**src/hdl/dtt_pkg.sv**
```systemverilog
// ---------------------------------------------------------------------------
// dtt_pkg: shared types and constants of the deadline timer table
// Operation codes, status codes and the input and result item structs.
// ---------------------------------------------------------------------------
package dtt_pkg;

  localparam int SLOTS_DEFAULT = 16;
  localparam int MAX_RESULTS = 16;
  localparam logic [31:0] IDLE_WAIT_RESET = 32'd3000;
  localparam logic [47:0] TIME_MAX = 48'hFFFF_FFFF_FFFF;

  localparam logic [2:0] OP_ADD = 3'd0;
  localparam logic [2:0] OP_CANCEL = 3'd1;
  localparam logic [2:0] OP_REFRESH = 3'd2;
  localparam logic [2:0] OP_SET_INTERVAL = 3'd3;
  localparam logic [2:0] OP_COLLECT = 3'd4;
  localparam logic [2:0] OP_QUERY = 3'd5;

  localparam logic [1:0] ST_OK = 2'd0;
  localparam logic [1:0] ST_INACTIVE = 2'd1;
  localparam logic [1:0] ST_FULL = 2'd2;
  localparam logic [1:0] ST_NONE = 2'd3;

  typedef struct packed {
    logic [2:0]  operation;
    logic [3:0]  timer_handle;
    logic [31:0] interval_ms;
    logic        recurring;
    logic        restart_now;
    logic [47:0] now_ms;
  } cmd_t;

  typedef struct packed {
    logic [3:0]  timer_handle_out;
    logic [1:0]  status;
    logic [47:0] wait_ms;
    logic        last;
  } result_t;

  function automatic logic [47:0] sat_add(input logic [47:0] base, input logic [31:0] add);
    logic [48:0] s;
    s = {1'b0, base} + {17'd0, add};
    return s[48] ? TIME_MAX : s[47:0];
  endfunction

endpackage

```
**src/hdl/dtt_slot_mem.sv**
```systemverilog
// ---------------------------------------------------------------------------
// dtt_slot_mem: slot storage
// Synchronous memory of deadline, interval and recurring flag per slot,
// one write port and one registered read port.
// ---------------------------------------------------------------------------
module dtt_slot_mem #(
  parameter int SLOTS = dtt_pkg::SLOTS_DEFAULT,
  parameter int AW = (SLOTS > 1) ? $clog2(SLOTS) : 1
) (
  input  logic          clk,
  input  logic          wr_en,
  input  logic [AW-1:0] wr_addr,
  input  logic [80:0]   wr_data,
  input  logic [AW-1:0] rd_addr,
  output logic [80:0]   rd_data
);

  logic [80:0] mem [SLOTS];

  always_ff @(posedge clk) begin
    if (wr_en) begin
      mem[wr_addr] <= wr_data;
    end
    rd_data <= mem[rd_addr];
  end

endmodule

```
**src/hdl/deadline_timer_table.sv**
```systemverilog
// ---------------------------------------------------------------------------
// deadline_timer_table: table of software timers with deadline ordering
// Add and cancel answer directly; refresh and set_interval read the slot and
// write it back; query scans all slots once; collect scans once per due timer,
// up to MAX_RESULTS, and once more at the end. Each scan reads one slot per
// cycle from the slot memory. One item at a time; busy drops in the cycle of
// the last result. Synchronous reset clears all slots, idle_wait 3000.
// ---------------------------------------------------------------------------
module deadline_timer_table #(
  parameter int SLOTS = dtt_pkg::SLOTS_DEFAULT
) (
  input  logic             clk,
  input  logic             rst,
  input  logic             start,
  output logic             busy,
  input  dtt_pkg::cmd_t    cmd,
  output logic             done,
  output dtt_pkg::result_t result,
  input  logic             cfg_valid,
  output logic             cfg_ready,
  input  logic [31:0]      cfg_data
);

  localparam int AW = (SLOTS > 1) ? $clog2(SLOTS) : 1;
  localparam int CW = $clog2(SLOTS + 1);
  localparam int NW = $clog2(dtt_pkg::MAX_RESULTS + 1);

  localparam logic [2:0] S_IDLE = 3'd0;
  localparam logic [2:0] S_SCAN = 3'd1;
  localparam logic [2:0] S_FIX = 3'd2;
  localparam logic [2:0] S_EMIT = 3'd3;
  localparam logic [2:0] S_RESP = 3'd4;
  localparam logic [2:0] S_WAIT = 3'd5;

  logic [2:0]        state;
  logic [2:0]        state_next;
  dtt_pkg::cmd_t     c;
  dtt_pkg::cmd_t     c_next;
  logic [31:0]       idle_wait;
  logic [SLOTS-1:0]  active;
  logic [SLOTS-1:0]  active_next;
  logic [SLOTS-1:0]  done_set;
  logic [SLOTS-1:0]  done_set_next;
  logic [CW-1:0]     rd_cnt;
  logic [CW-1:0]     rd_cnt_next;
  logic              rd_vld;
  logic              rd_vld_next;
  logic [AW-1:0]     rd_slot;
  logic [AW-1:0]     rd_addr;
  logic              wr_en;
  logic [AW-1:0]     wr_addr;
  logic [80:0]       wr_data;
  logic [80:0]       rd_data;
  logic              any;
  logic              any_next;
  logic [47:0]       best_dl;
  logic [47:0]       best_dl_next;
  logic [AW-1:0]     best_slot;
  logic [AW-1:0]     best_slot_next;
  logic [AW-1:0]     pend_slot;
  logic [AW-1:0]     pend_slot_next;
  logic [NW-1:0]     n_out;
  logic [NW-1:0]     n_out_next;
  logic              emitted;
  logic              emitted_next;
  dtt_pkg::result_t  result_next;
  logic              done_next;
  logic [47:0]       rd_dl;
  logic [31:0]       rd_ivl;
  logic [47:0]       st;
  logic [AW-1:0]     tgt;
  logic [AW-1:0]     cmd_slot;
  logic [AW-1:0]     free_slot;

  assign rd_dl = rd_data[80:33];
  assign rd_ivl = rd_data[32:1];
  assign busy = (state != S_IDLE);
  assign cfg_ready = 1'b1;
  assign tgt = AW'(c.timer_handle);
  assign cmd_slot = AW'(cmd.timer_handle);

  dtt_slot_mem #(.SLOTS(SLOTS), .AW(AW)) u_mem (
    .clk, .wr_en, .wr_addr, .wr_data, .rd_addr, .rd_data
  );

  always_comb begin
    state_next = state;
    c_next = c;
    active_next = active;
    done_set_next = done_set;
    rd_cnt_next = rd_cnt;
    rd_vld_next = 1'b0;
    any_next = any;
    best_dl_next = best_dl;
    best_slot_next = best_slot;
    pend_slot_next = pend_slot;
    n_out_next = n_out;
    emitted_next = emitted;
    result_next = result;
    done_next = 1'b0;
    wr_en = 1'b0;
    wr_addr = tgt;
    wr_data = '0;
    rd_addr = rd_cnt[AW-1:0];
    free_slot = '0;
    for (int i = SLOTS - 1; i >= 0; i--) begin
      if (!active[i]) free_slot = AW'(i);
    end
    st = (rd_dl >= {16'd0, rd_ivl}) ? rd_dl - {16'd0, rd_ivl} : '0;
    unique case (state)
      S_IDLE: begin
        if (start) begin
          c_next = cmd;
          rd_cnt_next = '0;
          any_next = 1'b0;
          n_out_next = '0;
          emitted_next = 1'b0;
          done_set_next = '0;
          result_next = '0;
          result_next.last = 1'b1;
          unique case (cmd.operation)
            dtt_pkg::OP_ADD: begin
              if (&active) begin
                result_next.status = dtt_pkg::ST_FULL;
              end else begin
                wr_en = 1'b1;
                wr_addr = free_slot;
                wr_data = {dtt_pkg::sat_add(cmd.now_ms, cmd.interval_ms), cmd.interval_ms,
                           cmd.recurring};
                active_next[free_slot] = 1'b1;
                result_next.timer_handle_out = 4'(free_slot);
              end
              state_next = S_RESP;
            end
            dtt_pkg::OP_CANCEL, dtt_pkg::OP_REFRESH, dtt_pkg::OP_SET_INTERVAL: begin
              result_next.timer_handle_out = cmd.timer_handle;
              if (32'(cmd.timer_handle) >= 32'(SLOTS) || !active[cmd_slot]) begin
                result_next.status = dtt_pkg::ST_INACTIVE;
                state_next = S_RESP;
              end else if (cmd.operation == dtt_pkg::OP_CANCEL) begin
                active_next[cmd_slot] = 1'b0;
                state_next = S_RESP;
              end else begin
                rd_cnt_next = CW'(cmd.timer_handle);
                state_next = S_WAIT;
              end
            end
            dtt_pkg::OP_COLLECT, dtt_pkg::OP_QUERY: begin
              state_next = S_SCAN;
            end
            default: state_next = S_IDLE;
          endcase
        end
      end
      S_WAIT: state_next = S_FIX;
      S_SCAN: begin
        if (rd_cnt < CW'(SLOTS)) begin
          rd_cnt_next = rd_cnt + CW'(1);
          rd_vld_next = 1'b1;
        end
        if (rd_vld && active[rd_slot] && !done_set[rd_slot] &&
            (c.operation == dtt_pkg::OP_QUERY || rd_dl <= c.now_ms) &&
            (!any || rd_dl < best_dl)) begin
          any_next = 1'b1;
          best_dl_next = rd_dl;
          best_slot_next = rd_slot;
        end
        if (rd_cnt == CW'(SLOTS) && !rd_vld) begin
          if (c.operation == dtt_pkg::OP_QUERY) begin
            result_next.wait_ms = !any ? {16'd0, idle_wait} :
                                  (best_dl <= c.now_ms) ? '0 : best_dl - c.now_ms;
            state_next = S_RESP;
          end else if (any && n_out < NW'(dtt_pkg::MAX_RESULTS)) begin
            rd_cnt_next = CW'(best_slot);
            state_next = S_WAIT;
          end else if (emitted) begin
            done_next = 1'b1;
            result_next.timer_handle_out = 4'(pend_slot);
            result_next.last = 1'b1;
            state_next = S_IDLE;
          end else begin
            result_next.status = dtt_pkg::ST_NONE;
            state_next = S_RESP;
          end
        end
      end
      S_FIX: begin
        if (c.operation == dtt_pkg::OP_REFRESH) begin
          wr_en = 1'b1;
          wr_data = {dtt_pkg::sat_add(c.now_ms, rd_ivl), rd_ivl, rd_data[0]};
          state_next = S_RESP;
        end else if (c.operation == dtt_pkg::OP_SET_INTERVAL) begin
          wr_en = 1'b1;
          wr_data = {dtt_pkg::sat_add(c.restart_now ? c.now_ms : st, c.interval_ms),
                     c.interval_ms, rd_data[0]};
          state_next = S_RESP;
        end else begin
          if (rd_data[0]) begin
            wr_en = 1'b1;
            wr_addr = best_slot;
            wr_data = {dtt_pkg::sat_add(c.now_ms, rd_ivl), rd_ivl, rd_data[0]};
          end else begin
            active_next[best_slot] = 1'b0;
          end
          done_set_next[best_slot] = 1'b1;
          state_next = S_EMIT;
        end
      end
      S_EMIT: begin
        if (emitted) begin
          done_next = 1'b1;
          result_next.timer_handle_out = 4'(pend_slot);
          result_next.last = 1'b0;
        end
        pend_slot_next = best_slot;
        emitted_next = 1'b1;
        n_out_next = n_out + NW'(1);
        any_next = 1'b0;
        rd_cnt_next = '0;
        state_next = S_SCAN;
      end
      S_RESP: begin
        done_next = 1'b1;
        state_next = S_IDLE;
      end
      default: state_next = S_IDLE;
    endcase
  end

  always_ff @(posedge clk) begin
    if (rst) begin
      state <= S_IDLE;
      active <= '0;
      idle_wait <= dtt_pkg::IDLE_WAIT_RESET;
      done <= 1'b0;
      rd_vld <= 1'b0;
    end else begin
      state <= state_next;
      active <= active_next;
      if (cfg_valid) idle_wait <= cfg_data;
      done <= done_next;
      rd_vld <= rd_vld_next;
    end
  end

  always_ff @(posedge clk) begin
    c <= c_next;
    done_set <= done_set_next;
    rd_cnt <= rd_cnt_next;
    rd_slot <= rd_addr;
    any <= any_next;
    best_dl <= best_dl_next;
    best_slot <= best_slot_next;
    pend_slot <= pend_slot_next;
    n_out <= n_out_next;
    emitted <= emitted_next;
    result <= result_next;
  end

endmodule

```
**config.mk**
```make
export PLATFORM = sky130hd
export DESIGN_NAME = deadline_timer_table
export DESIGN_NICKNAME = d
export VERILOG_FILES = /design/src/hdl/dtt_pkg.sv /design/src/hdl/dtt_slot_mem.sv /design/src/hdl/deadline_timer_table.sv
export SDC_FILE = /design/constraint.sdc
export NUM_CORES = 2
export LEC_CHECK = 0
export BUFFER_PORTS_ARGS = -buffer_cell sky130_fd_sc_hd__buf_4
export CAP_MARGIN = 0
export CORE_ASPECT_RATIO = 0.9
export CORE_UTILIZATION = 35
export DETAILED_ROUTE_END_ITERATION = 8
export GPL_TIMING_DRIVEN = 1
export PLACE_DENSITY = 0.57
export SYNTH_ARGS = -nofsm -noshare
export SYNTH_HDL_FRONTEND = slang
export SYNTH_SLANG_ARGS = --single-unit
```
**constraint.sdc**
```tcl
create_clock -name clk -period 10.25 [get_ports clk]
set_input_delay 1.5375 -clock clk [delete_from_list [all_inputs] [get_ports clk]]
set_output_delay 1.5375 -clock clk [all_outputs]
set_load 0.05 [all_outputs]
```
[Word-level counts from Yosys, hierarchy flattened]
Memory sizes are Yosys's and may differ from the RTL's. A register that Yosys moved wholly into a read port is not among the register bits.
Index checks and enable logic that the tools add are counted.
Word-level totals
  logic and storage cells: 239
  bits of input ports: 125
  ROM bits: 0
  register bits after elaboration: 284
  memory bits (writable): 1296
  output and inout bits: 58
  memories: 1
  bits in latches: 0
Memories
  u_mem.mem: depth 16, bits a word 81, read ports 1, clocked after memory_dff 1, write ports 1, line dtt_slot_mem.sv:18  | logic [80:0] mem [SLOTS];
Operators by class
  divide/modulo/power cells: 0
  multiplexer cells: 121
  order comparisons: 13
  reductions and logical operators: 37
  eq/ne operators: 30
  add/subtract/negate cells: 7
  bitwise logic cells: 7
  shifts and indexed selects: 0
  multipliers: 0
Operator list (count)
  $mux 81: 6
  $mux 48: 8
  $pmux 81 s2: 1
  $mux 16: 10
  $add 48x32->49: 3
  $mux 55: 2
  $mux 4: 27
  $pmux 50 s2: 1
  $le 48x48->1: 2
  $pmux 16 s2: 3
  $ge 48x32->1: 1
  $lt 48x48->1: 1
  $sub 48x32->48: 1
  $sub 48x48->48: 1
  $and 16x16->16: 2
  $not 16->16: 2
  $or 16x16->16: 2
  $mux 5: 6
  $mux 1: 28
  $ne 2x2->1 const B: 12
  $mux 3: 7
  $lt 4x5->1 const B: 4
  $eq 3x2->1 const B: 6
  $reduce_and 16->1: 1
  37 further kinds: 78

[Logic depth before layout (Yosys ltp)]
  depth in word-level cells: 25
  gate-level depth with buffers: 30
  depth with buffers taken out: 28

[Cells and area by module]
From an unflattened synthesis, not the netlist that was laid out.
Unflattened totals
  cells, all modules: 5293
  area, all modules: 77043.9 µm²
Modules (own cells, without submodules)
  dtt_slot_mem: area each 50020.5 µm², sequential area each 40538.9 µm², times used 1, cells each 2078
  deadline_timer_table: area each 27023.4 µm², sequential area each 7957.6 µm², times used 1, cells each 3215

[Least setup slack after synthesis]
No wires, ideal clock.
  path kind: input to register
  start: input cmd[82] (netlist bit)
  end: memory u_mem.mem[3][0], enable pin
  data required time: 9630 ps
  path buffers: 1
  arrival time: 9518 ps
  stages: 12
  slack: 113 ps
  setup time: 620 ps
  path through: clkbuf_1 mux4_2 mux4_2 a21oi_1 nor4_1 o21ai_0 a21o_1 nand2_1 o22ai_1 a22oi_1 nand2b_1 nor3_1
RTL lines
  start, declared: line deadline_timer_table.sv:16  | input dtt_pkg::cmd_t cmd,
  end, declared: line dtt_slot_mem.sv:18

[Final worst setup path]
  start: register u_mem.rd_data[1] (read register of u_mem.mem)
  end: memory u_mem.mem[6][61] (data pin)
Between the ends
  longest elaborated chain between the ends: 8
  elaborated cells between the ends (all ways): 12
  those cells by class: add/sub: 3; order compare: 1; mux: 8
Ends and longest elaborated chain
  start, declared: line dtt_slot_mem.sv:15  | output logic [80:0] rd_data
  $sub 48x32->48 or $ge 48x32->1 (tied branches): line deadline_timer_table.sv:109  | st = (rd_dl >= {16'd0, rd_ivl}) ? rd_dl - {16'd0, rd_ivl} : '0;
  $mux 48: line deadline_timer_table.sv:109
  $mux 48: line deadline_timer_table.sv:194  | wr_data = {dtt_pkg::sat_add(c.restart_now ? c.now_ms : st, c.interval_ms),
  $add 48x32->49: line dtt_pkg.sv:42  | s = {1'b0, base} + {17'd0, add};
  $mux 48: line dtt_pkg.sv:43  | return s[48] ? TIME_MAX : s[47:0];
  $mux 81: line deadline_timer_table.sv:192  | end else if (c.operation == dtt_pkg::OP_SET_INTERVAL) begin
  $mux 81 *: line deadline_timer_table.sv:188  | if (c.operation == dtt_pkg::OP_REFRESH) begin
  $pmux 81 s2 *: line deadline_timer_table.sv:110  | unique case (state)
  via u_mem.wr_data[61]: line dtt_slot_mem.sv:13  | input logic [80:0] wr_data,
Mark *: on every way through the listed nets, which the timed path passes. The rest lies on a longest branch.

==> PnR_summary.wiki <==
{| class="wikitable"
! Metric !! Value
|-
| Hold path depth || 0
|-
| Register clock-pin slew on the reported worst setup and hold paths || 0.06 ns
|-
| Starting utilization of the core area || 0.352
|-
| Register-to-register setup slack || 1.44 ns
|-
| Row count || roughly 160
|-
| Clock Latency Late Sink || between 0.8 and 0.9 ns
|-
| Global-route wire length before repair || between 300 and 400 mm
|-
| Post-Syn Area per Cell || roughly 14 sq um
|-
| Number of H-tree levels || 4
|-
| Share of cells above drive strength 1 || 0.142
|-
| Largest driver fanout on the critical path || 36
|-
| Clock tree root buffer cell || sky130_fd_sc_hd__clkbuf_16
|-
| Detailed-route wire length || roughly 240 mm
|-
| Fin. Hold Viols || 0
|-
| Hold_sp || u_mem.rd_data[33]
|-
| Clock sink total || roughly 1700
|-
| Synthesized Nets || 6053
|-
| Max Root-Sink Buffers || 3
|-
| DIE WIDTH || just under 500 microns
|-
| Relative area change from synthesis to final layout || 13.9%
|-
| Total via count after detailed routing || 51040
|-
| GRT overflow || 0
|-
| Area of the core region || approximately 220000 sq um
|-
| WL per Instance || approximately 27 microns
|-
| CTS Buf Count || between 150 and 200
|-
| IO Port Bufs || between 150 and 200
|-
| Worst endpoint data arrival time || approximately 9.3 ns
|-
| Global placement routability congestion || roughly 1
|-
| Part of the cycle the worst path needs || 0.859
|-
| Worst hold-check slack || between 0.4 and 0.5 ns
|-
| Buffer count from post-CTS setup fixing || 0
|-
| Number of global-route vias before repair || ~49000
|-
| Transition time at the pin with the least slew margin || ~1.4 ns
|-
| Total of endpoints with negative setup slack in the final report || 0
|-
| Proportion of register bits with asynchronous set or reset after synthesis || 0
|-
| Relative slew margins || 0.0579
|-
| Post-synthesis instance area || between 70000 and 80000 sq um
|-
| Gate count of the mapped netlist || between 5000 and 6000
|-
| Iter 0 DRT Violations || slightly below 6000
|-
| Status || finished clean
|-
| Crit path launch type || flop
|-
| Number of distinct library cells after synthesis || 86
|-
| Leakage power summed over all cells || slightly above 30 nW
|-
| End point of the most critical hold path || best_dl[0]
|-
| I/O pins || roughly 180
|-
| Number of fill cells || between 20000 and 25000
|-
| Power density cells || roughly 210 nW/um^2
|-
| Proportion of netlist area held by the largest area contributor || 0.592
|-
| Synth Register Bits || 1661
|-
| Leading cell type in the layout, fill and taps excluded || sky130_fd_sc_hd__edfxtp_1
|-
| Reg-to-reg endpoint || u_mem.mem[6][61]
|-
| Share of the yosys chip area belonging to registers || 0.627
|-
| Most frequent cells in the layout || sky130_fd_sc_hd__edfxtp_1 (1523), sky130_fd_sc_hd__o21ai_0 (427), sky130_fd_sc_hd__nand2_1 (385)
|-
| GRT Util Overall || 0.211
|-
| Top_reg_cell synth || sky130_fd_sc_hd__edfxtp_1
|-
| F_max || roughly 110 MHz
|-
| Antenna-violating nets left || 0
|-
| Final-stage net count || between 6000 and 7000
|-
| DR pass1 iterations || 6
|-
| Vias per std cell || approximately 5.7
|-
| Post-synth EDFFs || 1523
|-
| Number of maximum-capacitance constraint violations || 0
|-
| Worst Skew || around 0.044 ns
|-
| Worst min path class || flop to flop
|-
| DRC Markers || 0
|-
| Worst Setup Path Type || flop to flop
|-
| Area contributors post-synth || sky130_fd_sc_hd__edfxtp_1 (59%), sky130_fd_sc_hd__mux4_2 (4.9%), sky130_fd_sc_hd__ha_1 (4.4%), sky130_fd_sc_hd__mux2i_1 (3.6%), sky130_fd_sc_hd__dfxtp_1 (3.6%)
|-
| Reg2Reg Launch Point || u_mem.rd_data[1]
|-
| Cell depth of the worst flop-to-flop path || 23
|-
| Height of the chip || 448 microns
|-
| Unrepaired setup endpoints after global routing || no
|-
| Hold-fix buffers, CTS || 0
|-
| Most area-hungry cell type in the Yosys netlist || sky130_fd_sc_hd__edfxtp_1
|-
| Required time reported for the critical path endpoint || about 11 ns
|-
| Setup TNS after final layout || 0 ns
|-
| Initial antenna violation count || 25
|-
| Critical Path End Type || flop
|-
| Number of gates resized after CTS || 0
|-
| Maximum number of pins on one net before global-route repair || between 100 and 150
|-
| CTS tree || yes
|-
| Max-slew violation total from the final report || 0
|-
| Syn. warnings || 0
|-
| Hpwl dp || between 150 and 200 mm
|-
| Die Footprint || around 220000 sq um
|-
| Clock period minus final worst setup slack || approximately 8.8 ns
|-
| Worst vdd ir || about 0.20 mV
|}
layer usage:
| layer | vias up | share of wire | track usage |
|---|---|---|---|
| li1 | 22460 | - | - |
| met1 | 25897 | 0.45 | 0.303 |
| met2 | 2297 | 0.44 | 0.323 |
| met3 | 380 | 0.077 | 0.0350 |
| met4 | 6 | 0.033 | 0.0737 |
| met5 | - | 0.00017 | 0 |
worst max path at each step:
stage | startpoint | to | slack (ns) | cells past startpoint
finish | u_mem.rd_data[1] | u_mem.mem[6][61] | 1.44 | 23
detailed placement | u_mem.rd_data[33] | u_mem.mem[0][77] | 1.67 | 24
global placement | u_mem.rd_data[33] | u_mem.mem[4][61] | 1.80 | 24
floorplan | cmd[82] | u_mem.mem[3][0] | 0.11 | 12
CTS | u_mem.rd_data[33] | u_mem.mem[2][77] | 1.60 | 24
global route | u_mem.rd_data[33] | u_mem.mem[9][61] | 0.97 | 24
report_power, final:
group / switching (mW) / internal (mW)
registers: 0.219 / 7.59
clock network: 2.74 / 3.49
logic: 2.99 / 1.60
worst max-delay path, stage by stage (launching register included):
cell                       delay (ns)
sky130_fd_sc_hd__dfxtp_1         0.38
sky130_fd_sc_hd__ha_1            0.19
sky130_fd_sc_hd__inv_1           0.05
sky130_fd_sc_hd__fa_1            0.42
sky130_fd_sc_hd__a211oi_2        0.28
sky130_fd_sc_hd__o21ai_2         0.13
sky130_fd_sc_hd__o311a_1         0.36
sky130_fd_sc_hd__o31ai_1         0.63
sky130_fd_sc_hd__and3_1          0.83
sky130_fd_sc_hd__o22ai_1         0.22
sky130_fd_sc_hd__ha_1            0.40
sky130_fd_sc_hd__o21a_1          0.15
sky130_fd_sc_hd__o31a_1          0.18
sky130_fd_sc_hd__nor4_1          0.09
sky130_fd_sc_hd__nor3b_1         0.44
sky130_fd_sc_hd__o311a_1         0.35
sky130_fd_sc_hd__o211ai_1        0.17
sky130_fd_sc_hd__a21oi_1         0.37
sky130_fd_sc_hd__o211ai_1        0.23
sky130_fd_sc_hd__or3_1           0.54
sky130_fd_sc_hd__o31ai_4         0.32
sky130_fd_sc_hd__buf_4           0.66
sky130_fd_sc_hd__o21ai_0         0.25
sky130_fd_sc_hd__o21ai_1         0.80
stage by stage:
| stage | util | power (mW) | instances | instance area [sq um] | worst slack, ns |
|---|---|---|---|---|---|
| floorplan | - | 10.8 | 5649 | 77300 | 0.113 |
| global placement | 0.376 | 12.4 | 8565 | 82500 | 1.80 |
| detailed placement | 0.376 | 12.4 | 8565 | 82500 | 1.67 |
| CTS | 0.401 | 18.6 | 8879 | 88000 | 1.60 |
| global route | 0.401 | 19.3 | 8890 | 88100 | 0.967 |
| finish | 0.401 | 18.6 | 8891 | 88100 | 1.44 |
Yosys cell counts (10+ instances only):
library cell / count
sky130_fd_sc_hd__ha_1: 274
sky130_fd_sc_hd__nand2_1: 388
sky130_fd_sc_hd__o22ai_1: 11
sky130_fd_sc_hd__a21o_1: 139
sky130_fd_sc_hd__o21bai_1: 21
sky130_fd_sc_hd__or2_2: 18
sky130_fd_sc_hd__a31oi_1: 25
sky130_fd_sc_hd__and2_1: 15
sky130_fd_sc_hd__xnor2_1: 124
sky130_fd_sc_hd__o31ai_1: 24
sky130_fd_sc_hd__mux2_2: 85
sky130_fd_sc_hd__buf_1: 50
sky130_fd_sc_hd__dfxtp_1: 138
sky130_fd_sc_hd__o21ai_0: 439
sky130_fd_sc_hd__inv_1: 192
sky130_fd_sc_hd__edfxtp_1: 1523
sky130_fd_sc_hd__and3_1: 38
sky130_fd_sc_hd__o21a_1: 30
sky130_fd_sc_hd__o311ai_0: 11
sky130_fd_sc_hd__nor3_1: 70
sky130_fd_sc_hd__nand2b_1: 46
sky130_fd_sc_hd__a211o_1: 22
sky130_fd_sc_hd__mux4_2: 167
sky130_fd_sc_hd__mux2i_1: 278
sky130_fd_sc_hd__nor4_1: 13
sky130_fd_sc_hd__a22oi_1: 118
sky130_fd_sc_hd__a221oi_1: 90
sky130_fd_sc_hd__clkbuf_1: 195
sky130_fd_sc_hd__nor2_1: 250
sky130_fd_sc_hd__o211ai_1: 27
sky130_fd_sc_hd__a31o_2: 10
sky130_fd_sc_hd__xor2_1: 59
sky130_fd_sc_hd__nand3_1: 75
sky130_fd_sc_hd__a21oi_1: 343
sky130_fd_sc_hd__or3_1: 20
sky130_fd_sc_hd__a211oi_1: 17
sky130_fd_sc_hd__nor2b_1: 51
sky130_fd_sc_hd__nand4_1: 60
sky130_fd_sc_hd__nor3b_1: 11
sky130_fd_sc_hd__o221ai_1: 38
state kept, by name, indices dropped and copies added (netlist names), 3 cells and up:
name,flops
active,16
best_dl,48
best_slot,4
c,84
done_set,16
idle_wait,32
n_out,5
pend_slot,4
rd_cnt,5
rd_slot,4
result,55
state,3
tgt,4
u_mem.mem,1296
u_mem.rd_data,81
layout make-up:
type,instances,area [sq um],share of cell area
clock inverter,100,985,0.0112
sequential,1661,48500,0.551
tap,2887,3610,0.0410
timing repair buffer,286,2380,0.0270
inverter,192,723,0.00821
multi-input combinational,3540,27300,0.310
clock buffer,214,4580,0.0520
antenna,11,27.5,0.000313
cells by family (layout without fill, tap and decap cells):
logic type,count (synthesis),in the layout,share of synthesized area
other,1,12,0.0000485
AO/OA/AOI/OAI,1451,1451,0.120
multiplexers,530,530,0.0970
AND/OR/NAND/NOR,1096,1096,0.0670
XOR/XNOR,183,183,0.0207
flip-flops,1661,1661,0.627
buffers and inverters,448,792,0.0223
adder cells (fa/ha/maj),279,279,0.0456
(Power assumes the default switching activity.)
